==> config.mk <==
export PLATFORM = sky130hd
export DESIGN_NAME = sdi_anc_packet_parser
export DESIGN_NICKNAME = d
export VERILOG_FILES = /design/src/design/sdi_anc_pkg.sv /design/src/design/sdi_anc_packet_parser.sv
export SDC_FILE = /design/constraint.sdc
export NUM_CORES = 1
export LEC_CHECK = 0
export ABC_CLOCK_PERIOD_IN_PS = 4940
export BUFFER_PORTS_ARGS = -buffer_cell sky130_fd_sc_hd__buf_2
export CAP_MARGIN = 25
export CORE_ASPECT_RATIO = 0.75
export CORE_MARGIN = 5
export CORE_UTILIZATION = 34
export CTS_BUF_LIST = sky130_fd_sc_hd__clkbuf_4 sky130_fd_sc_hd__clkbuf_8 sky130_fd_sc_hd__clkbuf_16
export DETAILED_ROUTE_END_ITERATION = 10
export PLACE_DENSITY_LB_ADDON = 0.05
export SLEW_MARGIN = 30
export SYNTH_ARGS = -nofsm -noshare
export SYNTH_HDL_FRONTEND = slang
export SYNTH_SLANG_ARGS = --single-unit
export TNS_END_PERCENT = 30
==> constraint.sdc <==
create_clock -name clock -period 4.94 [get_ports clock]
set_clock_uncertainty 0.2 [all_clocks]
set_input_delay 0 -clock clock [delete_from_list [all_inputs] [get_ports clock]]
set_output_delay 0 -clock clock [all_outputs]
set_load 0.01 [all_outputs]
==> src/design/sdi_anc_pkg.sv <==
package sdi_anc_pkg;

   // parser phase, one step per received byte
   typedef enum logic [3:0] {
      PH_WAIT    = 4'd0,
      PH_LOCHI   = 4'd1,
      PH_LOCLO   = 4'd2,
      PH_DID     = 4'd3,
      PH_SDID    = 4'd4,
      PH_COUNT   = 4'd5,
      PH_PAYLOAD = 4'd6,
      PH_CHECK   = 4'd7,
      PH_HALT    = 4'd8
   } phase_type;

   typedef enum logic [1:0] {
      KIND_WORD  = 2'd0,
      KIND_END   = 2'd1,
      KIND_TRUNC = 2'd2
   } kind_type;

   localparam logic [7:0] START_BYTE = 8'hff;

   // result fields, last member in the lowest bits
   typedef struct packed {
      logic        checksum_bad;
      logic        chroma_stream;
      logic        horizontal_space;
      logic [7:0]  word_count;
      logic [7:0]  secondary_id;
      logic [7:0]  data_id;
      logic [10:0] line_number;
      logic [7:0]  word_index;
      logic [9:0]  user_word;
   } result_type;

   localparam int RESULT_BITS = $bits(result_type);

   // payload byte with bit 8 set for odd popcount, bit 9 otherwise
   function automatic logic [9:0] parity_word(input logic [7:0] b);
      parity_word = (^b) ? {2'b01, b} : {2'b10, b};
   endfunction

endpackage

==> src/design/sdi_anc_packet_parser.sv <==
// Ancillary packet parser for an extractor byte stream. One byte is taken per
// transfer on req_ (tlast marks the last byte of a field's stream); packets are
// 0xff, two location bytes, DID, SDID, data count, payload and checksum. Each
// payload byte gives a 10-bit user word (kind 0), the checksum byte gives a
// packet-end record with a checksum-error flag (kind 1), and a packet left open
// at the end of the stream gives a truncated marker (kind 2). A bad start byte
// stops parsing until the end of the stream. The block takes one byte every
// cycle while req_tready is high; each result is registered. The next-state and
// result logic is a single phase step plus one 8-bit add, between the parser
// state registers and the result register; a skid register behind the result
// register takes one more result while rsp_tready is low (bytes that give no
// result keep flowing), after which req_tready drops until the skid register
// drains.
module sdi_anc_packet_parser (
   input  logic        clock,
   input  logic        reset,
   input  logic        req_tvalid,
   output logic        req_tready,
   input  logic [7:0]  req_tdata,   // data_byte
   input  logic        req_tlast,   // stream_end
   output logic        rsp_tvalid,
   input  logic        rsp_tready,
   // user_word[9:0], word_index, line_number, data_id, secondary_id,
   // word_count, horizontal_space, chroma_stream, checksum_bad
   output logic [55:0] rsp_tdata,
   output logic [1:0]  rsp_tuser    // result_kind
);

   // parser state
   sdi_anc_pkg::phase_type phase_ff, phase_in, phase_step;
   logic [7:0] loc_hi_ff, loc_hi_in;
   logic [6:0] loc_lo_ff, loc_lo_in;
   logic [7:0] did_ff, did_in;
   logic [7:0] sdid_ff, sdid_in;
   logic [7:0] count_ff, count_in;
   logic [7:0] seen_ff, seen_in;
   logic [7:0] sum_ff, sum_in;

   // result and skid registers
   logic                    out_valid_ff, out_valid_in;
   sdi_anc_pkg::result_type out_data_ff, out_data_in;
   sdi_anc_pkg::kind_type   out_kind_ff, out_kind_in;
   logic                    skid_valid_ff, skid_valid_in;
   sdi_anc_pkg::result_type skid_data_ff, skid_data_in;
   sdi_anc_pkg::kind_type   skid_kind_ff, skid_kind_in;

   // result of the byte at the input
   logic                    res_valid;
   logic                    res_trunc;
   sdi_anc_pkg::kind_type   res_kind;
   sdi_anc_pkg::result_type res_data;

   logic req_xfer, rsp_xfer;

   assign req_tready = !skid_valid_ff;
   assign req_xfer   = req_tvalid && req_tready;
   assign rsp_xfer   = rsp_tvalid && rsp_tready;

   // phase step and header holds
   always_comb begin
      phase_step = phase_ff;
      loc_hi_in  = loc_hi_ff;
      loc_lo_in  = loc_lo_ff;
      did_in     = did_ff;
      sdid_in    = sdid_ff;
      count_in   = count_ff;
      seen_in    = seen_ff;
      sum_in     = sum_ff;
      unique case (phase_ff)
         sdi_anc_pkg::PH_WAIT: begin
            if (req_tdata == sdi_anc_pkg::START_BYTE) begin
               loc_hi_in  = '0;
               loc_lo_in  = '0;
               did_in     = '0;
               sdid_in    = '0;
               count_in   = '0;
               seen_in    = '0;
               sum_in     = '0;
               phase_step = sdi_anc_pkg::PH_LOCHI;
            end else begin
               phase_step = sdi_anc_pkg::PH_HALT;
            end
         end
         sdi_anc_pkg::PH_LOCHI: begin
            loc_hi_in  = req_tdata;
            phase_step = sdi_anc_pkg::PH_LOCLO;
         end
         sdi_anc_pkg::PH_LOCLO: begin
            loc_lo_in  = req_tdata[6:0];
            phase_step = sdi_anc_pkg::PH_DID;
         end
         sdi_anc_pkg::PH_DID: begin
            did_in     = req_tdata;
            sum_in     = req_tdata;
            phase_step = sdi_anc_pkg::PH_SDID;
         end
         sdi_anc_pkg::PH_SDID: begin
            sdid_in    = req_tdata;
            sum_in     = sum_ff + req_tdata;
            phase_step = sdi_anc_pkg::PH_COUNT;
         end
         sdi_anc_pkg::PH_COUNT: begin
            count_in   = req_tdata;
            sum_in     = sum_ff + req_tdata;
            phase_step = (req_tdata != 8'd0) ? sdi_anc_pkg::PH_PAYLOAD
                                             : sdi_anc_pkg::PH_CHECK;
         end
         sdi_anc_pkg::PH_PAYLOAD: begin
            // the last byte of the stream is not taken as payload
            if (!req_tlast) begin
               sum_in  = sum_ff + req_tdata;
               seen_in = seen_ff + 8'd1;
               if (seen_in == count_ff) begin
                  phase_step = sdi_anc_pkg::PH_CHECK;
               end
            end
         end
         sdi_anc_pkg::PH_CHECK: begin
            phase_step = sdi_anc_pkg::PH_WAIT;
         end
         default: begin
            phase_step = sdi_anc_pkg::PH_HALT;
         end
      endcase
   end

   // a packet still open at the end of the stream is abandoned
   always_comb begin
      case (phase_step) inside
         sdi_anc_pkg::PH_LOCHI, sdi_anc_pkg::PH_LOCLO, sdi_anc_pkg::PH_DID,
         sdi_anc_pkg::PH_SDID, sdi_anc_pkg::PH_COUNT, sdi_anc_pkg::PH_PAYLOAD,
         sdi_anc_pkg::PH_CHECK: res_trunc = req_tlast;
         default:               res_trunc = 1'b0;
      endcase
      phase_in = req_tlast ? sdi_anc_pkg::PH_WAIT : phase_step;
   end

   // result fields
   always_comb begin
      res_valid = 1'b0;
      res_kind  = sdi_anc_pkg::KIND_WORD;
      res_data.user_word        = '0;
      res_data.word_index       = '0;
      res_data.checksum_bad     = 1'b0;
      res_data.line_number      = {loc_hi_in[3:0], loc_lo_in};
      res_data.data_id          = did_in;
      res_data.secondary_id     = sdid_in;
      res_data.word_count       = count_in;
      res_data.horizontal_space = loc_hi_in[7] && loc_hi_in[4];
      res_data.chroma_stream    = loc_hi_in[7] && !loc_hi_in[5];
      if (res_trunc) begin
         res_valid           = 1'b1;
         res_kind            = sdi_anc_pkg::KIND_TRUNC;
         res_data.word_index = seen_in;
      end else if (phase_ff == sdi_anc_pkg::PH_PAYLOAD) begin
         res_valid           = 1'b1;
         res_kind            = sdi_anc_pkg::KIND_WORD;
         res_data.user_word  = sdi_anc_pkg::parity_word(req_tdata);
         res_data.word_index = seen_ff;
      end else if (phase_ff == sdi_anc_pkg::PH_CHECK) begin
         res_valid             = 1'b1;
         res_kind              = sdi_anc_pkg::KIND_END;
         res_data.checksum_bad = (req_tdata != sum_ff);
      end
   end

   // result register with skid stage
   always_comb begin
      out_valid_in  = out_valid_ff;
      out_data_in   = out_data_ff;
      out_kind_in   = out_kind_ff;
      skid_valid_in = skid_valid_ff;
      skid_data_in  = skid_data_ff;
      skid_kind_in  = skid_kind_ff;
      if (skid_valid_ff) begin
         if (rsp_xfer) begin
            out_data_in   = skid_data_ff;
            out_kind_in   = skid_kind_ff;
            skid_valid_in = 1'b0;
         end
      end else if (req_xfer && res_valid) begin
         if (!out_valid_ff || rsp_xfer) begin
            out_valid_in = 1'b1;
            out_data_in  = res_data;
            out_kind_in  = res_kind;
         end else begin
            skid_valid_in = 1'b1;
            skid_data_in  = res_data;
            skid_kind_in  = res_kind;
         end
      end else if (rsp_xfer) begin
         out_valid_in = 1'b0;
      end
   end

   always_ff @(posedge clock) begin
      if (reset) begin
         phase_ff      <= sdi_anc_pkg::PH_WAIT;
         loc_hi_ff     <= '0;
         loc_lo_ff     <= '0;
         did_ff        <= '0;
         sdid_ff       <= '0;
         count_ff      <= '0;
         seen_ff       <= '0;
         sum_ff        <= '0;
         out_valid_ff  <= 1'b0;
         skid_valid_ff <= 1'b0;
      end else begin
         if (req_xfer) begin
            phase_ff  <= phase_in;
            loc_hi_ff <= loc_hi_in;
            loc_lo_ff <= loc_lo_in;
            did_ff    <= did_in;
            sdid_ff   <= sdid_in;
            count_ff  <= count_in;
            seen_ff   <= seen_in;
            sum_ff    <= sum_in;
         end
         out_valid_ff  <= out_valid_in;
         skid_valid_ff <= skid_valid_in;
      end
   end

   always_ff @(posedge clock) begin
      out_data_ff  <= out_data_in;
      out_kind_ff  <= out_kind_in;
      skid_data_ff <= skid_data_in;
      skid_kind_ff <= skid_kind_in;
   end

   assign rsp_tvalid = out_valid_ff;
   assign rsp_tdata  = out_data_ff;
   assign rsp_tuser  = out_kind_ff;

   // skid stage only fills behind a held result
   a_skid_behind_out: assert property (@(posedge clock) disable iff (reset)
      skid_valid_ff |-> out_valid_ff)
      else $error("skid register full while result register empty");

   // in payload the count of words sent stays below the data count
   a_seen_below_count: assert property (@(posedge clock) disable iff (reset)
      (phase_ff == sdi_anc_pkg::PH_PAYLOAD) |-> (seen_ff < count_ff))
      else $error("payload word count reached data count without leaving payload");

   // payload words carry an index below the packet's data count
   a_word_index_range: assert property (@(posedge clock) disable iff (reset)
      (out_valid_ff && out_kind_ff == sdi_anc_pkg::KIND_WORD)
         |-> (out_data_ff.word_index < out_data_ff.word_count))
      else $error("payload word index out of range");

   // only packet-end records flag a checksum error; only payload words carry a user word
   a_end_fields: assert property (@(posedge clock) disable iff (reset)
      (out_valid_ff && out_kind_ff != sdi_anc_pkg::KIND_WORD)
         |-> (out_data_ff.user_word == 10'd0))
      else $error("non-payload result carries a user word");

   // a held result does not change while the skid stage fills
   a_hold_under_stall: assert property (@(posedge clock) disable iff (reset)
      (out_valid_ff && !rsp_tready) |=> (out_valid_ff && $stable(out_data_ff)))
      else $error("stalled result changed");

endmodule

# [Yosys cells after proc, flatten, opt, wreduce, memory -nomap -nowiden]
# Cells that the tools add are included.
[word_totals] reg_bits=176 inputBits=13 word_cells=128
[classes] add_sub_neg=2 eq_ne=21 n_mux=51 bitwise=2 reduce_logical=22
[ops] operator="56-bit 2-to-1 mux" n=4
[ops] operator="8-bit one-hot mux with 2 select lines" n=5
[ops] operator="8-bit 2-to-1 mux" n=9
[ops] operator="4-bit by 3-bit == test with 1-bit output (second input constant)" n=8
[ops] operator="4-bit one-hot mux with 8 select lines" n=1
[ops] operator="8-bit one-hot mux with 4 select lines" n=1
[ops] operator="10-bit 2-to-1 mux" n=2
[ops] operator="18-bit 2-to-1 mux" n=1
[ops] operator="1-bit 2-to-1 mux" n=17
[ops] operator="4-bit by 2-bit == test with 1-bit output (second input constant)" n=4
[ops] operator="4-bit 2-to-1 mux" n=4
[ops] operator="7-bit one-hot mux with 2 select lines" n=1
[ops] operator="2-bit 2-to-1 mux" n=5
[ops] operator="3-bit AND reduction" n=3
[ops] operator="8-bit by 1-bit adder with 8-bit output (second input constant)" n=1
[ops] operator="8-bit adder" n=1
[ops] operator="4-bit by 1-bit == test with 1-bit output (second input constant)" n=2
[ops] operator="8-bit == test" n=1
[ops] operator="8-bit == test (second input constant)" n=1
[ops] operator="8-bit inequality test" n=1
[ops] operator="8-bit nonzero test" n=1
[ops] operator="8-bit XOR reduction" n=1
[ops] operator="7-bit 2-to-1 mux" n=1
[ops] operator="7-bit OR reduction" n=1
[ops] operator="11 further kinds" n=22

# [Longest topological paths before layout]
[logic_depth] word_depth=12 depth_mapped=8

# [Worst setup path before layout]
# OpenSTA, ideal clock, no wires.
[synth_timing] path_kind="flip-flop to flip-flop" start="register phase_ff[2]" end="register out_data_ff (netlist bit rsp_tdata[0]) (enable)" setup_time_ns=0.493 arrival_ns=3.876 required_time_ns=4.247 setup_slack_ns=0.372 stages_incl_launch_ff=7 period_less_slack_ns=4.568 cell_sequence="dfxtp_1 > buf_2 > buf_2 > nor2_1 > o21ai_0 > nand2_1 > a21oi_1"
[synth_via] elab_chain_cells=10 elab_cells_between_ends=26 cone_classes="eq/ne: 14; mux: 7; reduce/logical: 5"
[synth_lines] item="from (decl)" line="sdi_anc_packet_parser.sv:30" rtl="sdi_anc_pkg::phase_type phase_ff, phase_in, phase_step;"
[synth_lines] item="from (signal assigned)" line="sdi_anc_packet_parser.sv:198" rtl="phase_ff <= sdi_anc_pkg::PH_WAIT;"
[synth_lines] item="from (signal assigned)" line="sdi_anc_packet_parser.sv:210" rtl="phase_ff <= phase_in;"
[synth_lines] item="4-bit 2-to-1 mux" line="sdi_anc_packet_parser.sv:113" rtl="if (seen_in == count_ff) begin"
[synth_lines] item="4-bit 2-to-1 mux" line="sdi_anc_packet_parser.sv:110" rtl="if (!req_tlast) begin"
[synth_lines] item="4-bit one-hot mux with 8 select lines" line="sdi_anc_packet_parser.sv:69" rtl="unique case (phase_ff)"
[synth_lines] item="4-bit by 1-bit == test with 1-bit output (no line) (tied with other cells)"
[synth_lines] item="7-bit OR reduction" line="sdi_anc_packet_parser.sv:129" rtl="case (phase_step) inside"
[synth_lines] item="1-bit 2-to-1 mux" line="sdi_anc_packet_parser.sv:129"
[synth_lines] item="1-bit 2-to-1 mux (*)" line="sdi_anc_packet_parser.sv:151" rtl="if (res_trunc) begin"
[synth_lines] item="1-bit logical AND (*)" line="sdi_anc_packet_parser.sv:181" rtl="end else if (req_xfer && res_valid) begin"
[synth_lines] item="2-bit nonzero test (no line) (*)"
[synth_lines] item="3-bit AND reduction (no line) (*)"
[synth_lines] item="to (signal assigned)" line="sdi_anc_packet_parser.sv:225" rtl="out_data_ff <= out_data_in;"
[synth_lines] item="to (decl)" line="sdi_anc_packet_parser.sv:41" rtl="sdi_anc_pkg::result_type out_data_ff, out_data_in;"
# Mark *: on every way between the ends. The rest lies on a longest branch, timed or not.
# A chain may end at the register's enable or synchronous reset.

# [Worst setup path after layout]
[layout_timing] start="register skid_valid_ff" end="register out_data_ff (netlist bit rsp_tdata[49]) (enable)"
[layout_via] elab_chain_cells=5 elab_cells_between_ends=7 cone_classes="eq/ne: 1; reduce/logical: 6"
[layout_lines] item="from (decl)" line="sdi_anc_packet_parser.sv:43" rtl="logic skid_valid_ff, skid_valid_in;"
[layout_lines] item="from (signal assigned)" line="sdi_anc_packet_parser.sv:220" rtl="skid_valid_ff <= skid_valid_in;"
[layout_lines] item="1-bit zero test" line="sdi_anc_packet_parser.sv:55" rtl="assign req_tready = !skid_valid_ff;"
[layout_lines] item="1-bit logical AND" line="sdi_anc_packet_parser.sv:56" rtl="assign req_xfer = req_tvalid && req_tready;"
[layout_lines] item="1-bit logical AND" line="sdi_anc_packet_parser.sv:181"
[layout_lines] item="2-bit nonzero test (no line)"
[layout_lines] item="3-bit AND reduction (no line) (*)"
# Marks and branches as above.

==> results.py <==
metrics = {
    "routing": {
        "finalWirelength_mm": 19.4,
        "route.vias.total": 5498,
        "firstDrtPassIters": 7,
        "ant_nets": 0,
        "first_iter_violations": 405,
        "viasPerCell": 5.28,
        "drc": 0,
        "wire_per_inst_um": 18.6,
    },
    "critical_path": {
        "rr_worst_depth": 5,
        "r2r-end": "rsp_tdata[49]$_DFFE_PP_",
        "crit_start": "skid_valid_ff$_SDFF_PP0_",
        "crit_arrival_ns": 2.84,
        "cp_max_fo": 58,
        "crit_type": "reg2reg",
        "reg2reg_from": "skid_valid_ff$_SDFF_PP0_",
        "cp.required_ns": 4.79,
        "timing.reg2reg.setup_slack_ns": 1.95,
        "crit_path_end_kind": "flop",
        "cp-start-kind": "flop",
        "crit_path_end": "rsp_tdata[49]$_DFFE_PP_",
    },
    "cells_and_area": {
        "n_antenna_cell": 0,
        "area_growth_pct": 16.5,
        "final_common_cell": "edfxtp_1",
        "utilization": 0.403,
        "layout_common_cells": "116 x edfxtp_1, 77 x nor2_1, 72 x buf_2",
        "final_nets": 758,
        "drive_gt1_frac": 0.240,
    },
    "cts": {
        "post_cts_buffers": 0,
        "cts_made_buffers": 17,
        "cts.sinks": 176,
        "clk_pin_slew_ns": 0.07,
        "ctsHoldBuffers": 13,
        "cts_resized": 0,
        "h-tree-depth": 4,
        "clockBufferDepth": 2,
        "cts_root_buffer": "clkbuf_16",
        "clock_latency_ns": 0.42,
        "cts_tree": "done",
    },
    "worst_hold_path": {
        "holdCritPathClass": "reg2reg",
    },
    "synth": {
        "async_flop_share": 0,
        "synth-main-ff-cell": "edfxtp_1",
        "synth_cell_types": 62,
        "syn_avg_cell_area_sq_um": 12.0,
        "synth-edff-count": 116,
        "ys_ff_latch": 176,
        "synth.yosys.seq_area_share": 0.585,
        "synth_warnings": 0,
        "netlist_instances": 666,
        "netlist_area_sq_um": 8010,
        "synth_fp_nets": 696,
    },
    "global_routing": {
        "busiest_layer": "met2",
        "grt_max_degree": 63,
        "use_met2": 0.221,
        "antenna_found_initial": 0,
        "grt_pass1_wl_mm": 31.2,
        "grt.overflow.total": 0,
        "met1_usage": 0.215,
        "grt_use_total": 0.147,
        "first_global_vias": 5423,
        "met3_usage": 0.0396,
    },
    "floorplan": {
        "die_h_um": 143,
        "die_area_sq_um": 26800,
        "rows": 48,
        "die_w_um": 187,
        "io_pins": 73,
        "initial_utilization": 0.346,
        "core_area_sq_um": 23100,
    },
    "sta": {
        "tightest_slew_ns": 0.916,
        "slew_headroom": 0.389,
        "maxSlewViolCount": 0,
        "finalCriticalPeriod_ns": 2.99,
        "fmax_mhz": 334,
        "timing.final.ws_setup_ns": 1.95,
        "grt_setup_unrepaired": "false",
        "hold_viol": 0,
        "min_period_over_period": 0.605,
        "setup_viol": 0,
        "timing.hold.ws_ns": 0.296,
        "fin_tns_setup_ns": 0,
    },
    "run_status": {
        "status": "finished, final reports clean",
    },
    "power_and_ir_drop": {
        "leakage_nw": 3.35,
        "total_power_w": 0.00305,
        "vdd_drop_max_uv": 216,
        "power_density_nw_per_um2": 327,
    },
    "placed_design": {
        "port_buffers": 72,
        "hpwl_mm": 12.5,
        "dp_slack_ns": 1.96,
        "globalplace.congestion": 0.823,
    },
    "run": {
        "cap_violations": 0,
    },
}
==> logic make-up after synthesis <==
kind of cell | Yosys count | share of synthesized area
compound gates | 165 | 0.150
xor+xnor | 19 | 0.0208
fa+ha+maj | 17 | 0.0275
buf+inv | 62 | 0.0345
flops | 176 | 0.585
mux | 49 | 0.0686
simple gates | 178 | 0.113
==> worst min path at each step <==
| stage | startpoint | to | slack [ns] | depth (start not counted) |
|---|---|---|---|---|
| floorplan | rsp_tready | skid_valid_ff$_SDFF_PP0_ | -0.1 | 1 |
| global placement | rsp_tready | skid_valid_ff$_SDFF_PP0_ | 0.04 | 2 |
| detailed placement | rsp_tready | skid_valid_ff$_SDFF_PP0_ | 0.05 | 2 |
| CTS | rsp_tready | rsp_tvalid$_SDFFE_PP0P_ | 0.29 | 5 |
| global route | did_ff[0]$_SDFFE_PP0P_ | did_ff[0]$_SDFFE_PP0P_ | 0.33 | 2 |
| finish | did_ff[4]$_SDFFE_PP0P_ | did_ff[4]$_SDFFE_PP0P_ | 0.30 | 2 |
==> stage by stage <==
stage          cells  cell area [sq um]
6_report        1041               9330
5_1_grt         1041               9330
4_1_cts         1041               9320
3_5_place_dp     996               8580
3_3_place_gp     996               8580
2_1_floorplan    666               8010
==> cell type report <==
type | count | area, sq um
Inverter | 15 | 58.8
Fill cell | 2217 | 13800
Clock buffer | 17 | 425
Tap cell | 300 | 375
Timing Repair Buffer | 90 | 528
Clock inverter | 15 | 188
Sequential cell | 176 | 4680
Multi-Input combinational cell | 428 | 3070
==> cells in the mapped netlist, drive strengths merged (3+ instances only) <==
cell    instances  area share
a31oi           5      0.0039
ha             16       0.025
a211oi          7      0.0066
a32oi           6      0.0066
and2           12      0.0095
and3            9      0.0072
inv            15      0.0070
a22oi          41       0.038
or2             3      0.0027
a22o           35       0.038
or3             5      0.0041
o21ai          20       0.013
nor3            6      0.0050
o31ai          11       0.010
nand3b          3      0.0028
xnor2          13       0.014
mux2           47       0.066
dfxtp          60        0.15
nor2           80       0.038
nor3b           3      0.0034
nand2b          6      0.0047
nor2b           3      0.0023
nand2          27       0.013
edfxtp        116        0.43
buf            24       0.017
clkbuf         23       0.011
nand3          12      0.0081
nand4           3      0.0023
a311oi          3      0.0033
xor2            6      0.0066
a21oi          18       0.011
a21o            3      0.0028
o21a            3      0.0028
==> metal layers <==
layer,up-vias,routed length (um),part of all wire
met4,0,113,0.0058
met2,132,8400,0.43
met1,2722,9940,0.51
li1,2637,-,-
met3,7,953,0.049
met5,-,0,0
==> sequential cells by signal, indices dropped and copies added (netlist names) <==
signal / flops
rsp_tdata: 56
skid_data_ff: 56
count_ff: 8
did_ff: 8
sdid_ff: 8
seen_ff: 8
sum_ff: 8
loc_hi_ff: 7
loc_lo_ff: 7
phase_ff: 4
rsp_tuser: 2
skid_kind_ff: 2
rsp_tvalid: 1
skid_valid_ff: 1
==> report_power, final <==
group	switching, W	internal (W)
clock	0.000632	0.000773
combinational	0.0000651	0.0000293
sequential	0.00000277	0.00155
total	0.000700	0.00235
==> critical path: stages (launching register included) <==
cell,delay (ns)
dfxtp_1,0.60
nand2b_1,0.48
nor2_2,0.32
nand2_1,0.17
a21oi_4,0.14
buf_4,0.65
(Power assumes the default switching activity.)
